File: config.mk
export PLATFORM = sky130hd
export DESIGN_NAME = gbs_ram
export DESIGN_NICKNAME = d
export VERILOG_FILES = /design/src/rtl/core/gbs_ram.sv
export SDC_FILE = /design/constraint.sdc
export NUM_CORES = 2
export LEC_CHECK = 0
export BUFFER_PORTS_ARGS = -buffer_cell sky130_fd_sc_hd__buf_2
export CAP_MARGIN = 20
export CORE_MARGIN = 8
export CORE_UTILIZATION = 65
export CTS_BUF_LIST = sky130_fd_sc_hd__clkbuf_8
export CTS_CLUSTER_SIZE = 16
export DETAILED_ROUTE_END_ITERATION = 16
export PLACE_DENSITY = 0.81
export SYNTH_ARGS = -nofsm -noshare
export SYNTH_HDL_FRONTEND = slang
export SYNTH_SLANG_ARGS = --single-unit
File: constraint.sdc
create_clock -name aclk -period 11.1 [get_ports aclk]
set_clock_uncertainty 0.15 [all_clocks]
set_input_delay 1.11 -clock aclk [delete_from_list [all_inputs] [get_ports aclk]]
set_output_delay 1.11 -clock aclk [all_outputs]
set_load 0.01 [all_outputs]
File: src/rtl/core/gbs_ram.sv
// gbs_ram: generic single write port, single read port ram
// read data is registered, valid in the cycle after a read with rd_en high
// no dependencies
module gbs_ram #(
    parameter int WIDTH = 62,
    parameter int DEPTH = 64,
    localparam int ADDR_W = (DEPTH > 1) ? $clog2(DEPTH) : 1
) (
    input  logic              aclk,
    input  logic              wr_en,
    input  logic [ADDR_W-1:0] wr_addr,
    input  logic [WIDTH-1:0]  wr_data,
    input  logic              rd_en,
    input  logic [ADDR_W-1:0] rd_addr,
    output logic [WIDTH-1:0]  rd_data
);

    logic [WIDTH-1:0] mem_reg [DEPTH];
    logic [WIDTH-1:0] rd_data_reg;

    always_ff @(posedge aclk) begin
        if (wr_en) begin
            mem_reg[wr_addr] <= wr_data;
        end
        if (rd_en) begin
            rd_data_reg <= mem_reg[rd_addr];
        end
    end

    assign rd_data = rd_data_reg;

endmodule

==> flow_summary_export.csv <==
group,metric,value,unit
placed_design,post-dp-hpwl,211000,um
clock_network,numCtsBuffers,617,
yosys,synth_top_area_share,79.4,%
timing,slew_violations,0,
routing,wirelength,406000,um
setup_path,timing.rr.end,"rd_data[28]$_DFFE_PP_",
timing,fmax,215,MHz
global_route,grt_max_degree,141,
setup_path,reg2regPathDepth,5,
global_route,grt_pass1_wl,567000,um
pwr,max-vdd-ir-drop,167,uV
setup_path,crit_type,"input pin to flop",
routing,route.detailed.drc,0,
setup_path,reg2reg_from,"mem_reg[0][28]$_DFFE_PP_",
routing,wl_per_cell,37.6,um
layout,nNetsFinal,7296,
layout,mostFrequentLayoutCells,"edfxtp_1, mux4_2, clkbuf_8",
setup_path,cp-startpoint,"rd_addr[2]",
yosys,synth_top_cell_by_area,"edfxtp_1",
layout,drive_gt1_share,27.3,%
timing,post-route-period-util,41.8,%
timing,finalSetupViolCount,0,
routing,num_vias,78200,
timing,worst_pin_slew,1.24,ns
clock_network,cts_tree,"done",
job,max_cap_violations,0,
floorplan,die_h,500,um
clock_network,cts_resized,0,
yosys,synth_nets,6727,
yosys,synth_ff_type,"edfxtp_1",
floorplan,row_count,177,
clock_network,cts_buffer_depth,4,
setup_path,max_stage_delay,0.96,ns
min_path,min_path_type,"input pin to flop",
floorplan,ios,139,
setup_path,worst_setup_path_start_kind,"input pin",
clock_network,cts_setup_buffers,0,
yosys,synth_edf_count,4030,
timing,rsz0062_at_grt,"no",
timing,period_needed,4.64,ns
yosys,synth_area_leaders,"edfxtp_1, mux4_2, mux2i_1",
layout,final_common_cell,"edfxtp_1",
outcome,status,"completed",
layout,syn_to_final_growth,10.4,%
yosys,syn-cell-area,152000,um^2
floorplan,core_area,233000,um^2
yosys,synth_cell_types,48,
yosys,synth-async-reset-ratio,0,%
routing,via_per_inst,7.23,
timing,finalHoldViolations,0,
setup_path,cp_data_arrival_time,5.34,ns
clock_network,cts-root-buf,"clkbuf_8",
routing,drt_pre_antenna_iters,6,
global_route,grt_pass1_vias,78400,
floorplan,die-width,500,um
routing,ant_nets,0,
setup_path,cp.required,11.79,ns
layout,largest_reg_flops,3968,
timing,relSlewSlack,17.5,%
setup_path,path_max_fanout,140,
timing,fin_setup_tns,0,ns
pwr,power_density,175,nW/um^2
clock_network,numClockSinks,4030,
setup_path,crit_slowest_cell,"buf_4",
yosys,netlist_instances,6650,
setup_path,path_cells,"buf_8 -> buf_12 -> buf_4 -> nand2_1 -> o221ai_1 -> nor2_1 -> o22a_1",
clock_network,clk_pin_slew,0.06,ns
yosys,yosys_warnings,0,
global_route,grt-ovfl-total,0,
pwr,fin_total_pwr,29.5,mW
floorplan,initial_utilization,65.5,%
setup_path,endpoint,"rd_data[40]$_DFFE_PP_",
global_route,grt_use_total,32.1,%
clock_network,cts_hold_repair.buffers,0,
pwr,p_leak,53.1,nW
clock_network,h-tree-depth,6,
placed_design,portBuffers,138,
clock_network,worstSkewPairLatency,1.11,ns
yosys,synth_seq_cells,4030,
placed_design,gp_congestion,0.811,
global_route,antenna_found_initial,36,
yosys,postSynthAreaPerCell,22.9,um^2
setup_path,ff2ff_setup_slack,8.69,ns
floorplan,dieArea,250000,um^2
routing,drtIter0Drc,13100,
setup_path,end_kind,"flop",
yosys,synth-seq-area-share,79.4,%
[routing by layer]
metal | vias up | part of all wire [%] | track usage, %
li1 | 29800 | - | -
met1 | 39800 | 33 | 43.3
met2 | 7283 | 46 | 48.3
met3 | 1338 | 16 | 10.3
met4 | 8 | 5.8 | 16.1
met5 | - | 0.059 | 0.247
[critical path, delay by kind of cell]
family	cells	cell delay (ns)
compound gates	2	0.68
simple gates	2	0.85
buf+inv	3	2.12
[where the power goes]
group,switching [mW],leakage (nW),internal (mW)
clock,5.55,6.18,5.60
sequential,0.0617,36.3,16.9
combinational,0.895,10.7,0.501
[kinds of logic after synthesis]
group	synth area share [%]
flip-flops	79.4
multiplexers	14.9
AO/OA/AOI/OAI	3.09
buffers and inverters	1.35
AND/OR/NAND/NOR	1.25
[final cells by class]
class	instances	area (um^2)
sequential	4030	121000
clock inverter	424	2110
timing repair buffer	335	2550
clock buffer	635	8740
antenna	21	52.6
tap	3132	3920
multi-input combinational	2235	29900
fill	12100	64500
[metrics by stage]
stage | area [um^2] | hold slack [ns] | std cells | worst slack (ns) | utilization (%)
6_report | 168000 | 0.157 | 10800 | 6.46 | 72.3
5_1_grt | 168000 | 0.117 | 10800 | 6.59 | 72.3
4_1_cts | 168000 | 0.469 | 10800 | 6.92 | 72.2
3_5_place_dp | 157000 | 0.706 | 9723 | 5.77 | 67.5
3_3_place_gp | 157000 | 0.687 | 9715 | 5.77 | 67.4
2_1_floorplan | 152000 | 0.654 | 6650 | 4.57 | -
[how the worst min path moves through the flow]
stage,startpoint,to,slack (ns),cells past startpoint
after floorplan,mem_reg[62][25]$_DFFE_PP_,rd_data[25]$_DFFE_PP_,0.65,4
after global placement,mem_reg[62][41]$_DFFE_PP_,rd_data[41]$_DFFE_PP_,0.69,4
after detailed placement,mem_reg[62][41]$_DFFE_PP_,rd_data[41]$_DFFE_PP_,0.71,4
after CTS,wr_data[3],mem_reg[40][3]$_DFFE_PP_,0.47,1
after global routing,wr_data[29],mem_reg[56][29]$_DFFE_PP_,0.12,1
final,wr_data[29],mem_reg[56][29]$_DFFE_PP_,0.16,1
[synthesized netlist by cell type (all sizes together), types with 11 or more instances]
cell type / count
edfxtp: 4030
mux4: 855
buf: 246
o22ai: 241
mux2i: 234
clkbuf: 139
nor2: 104
mux2: 98
a22oi: 95
o21ai: 79
o221ai: 64
nor2b: 60
nand3: 49
nand2: 46
a221oi: 33
nor4: 33
a21oi: 32
a22o: 32
nor3: 31
a211oi: 29
o22a: 18
a2bb2oi: 15
and3: 15
nand2b: 15
a311oi: 14
o32ai: 11
No activity file was read; power rests on OpenSTA's default activity.
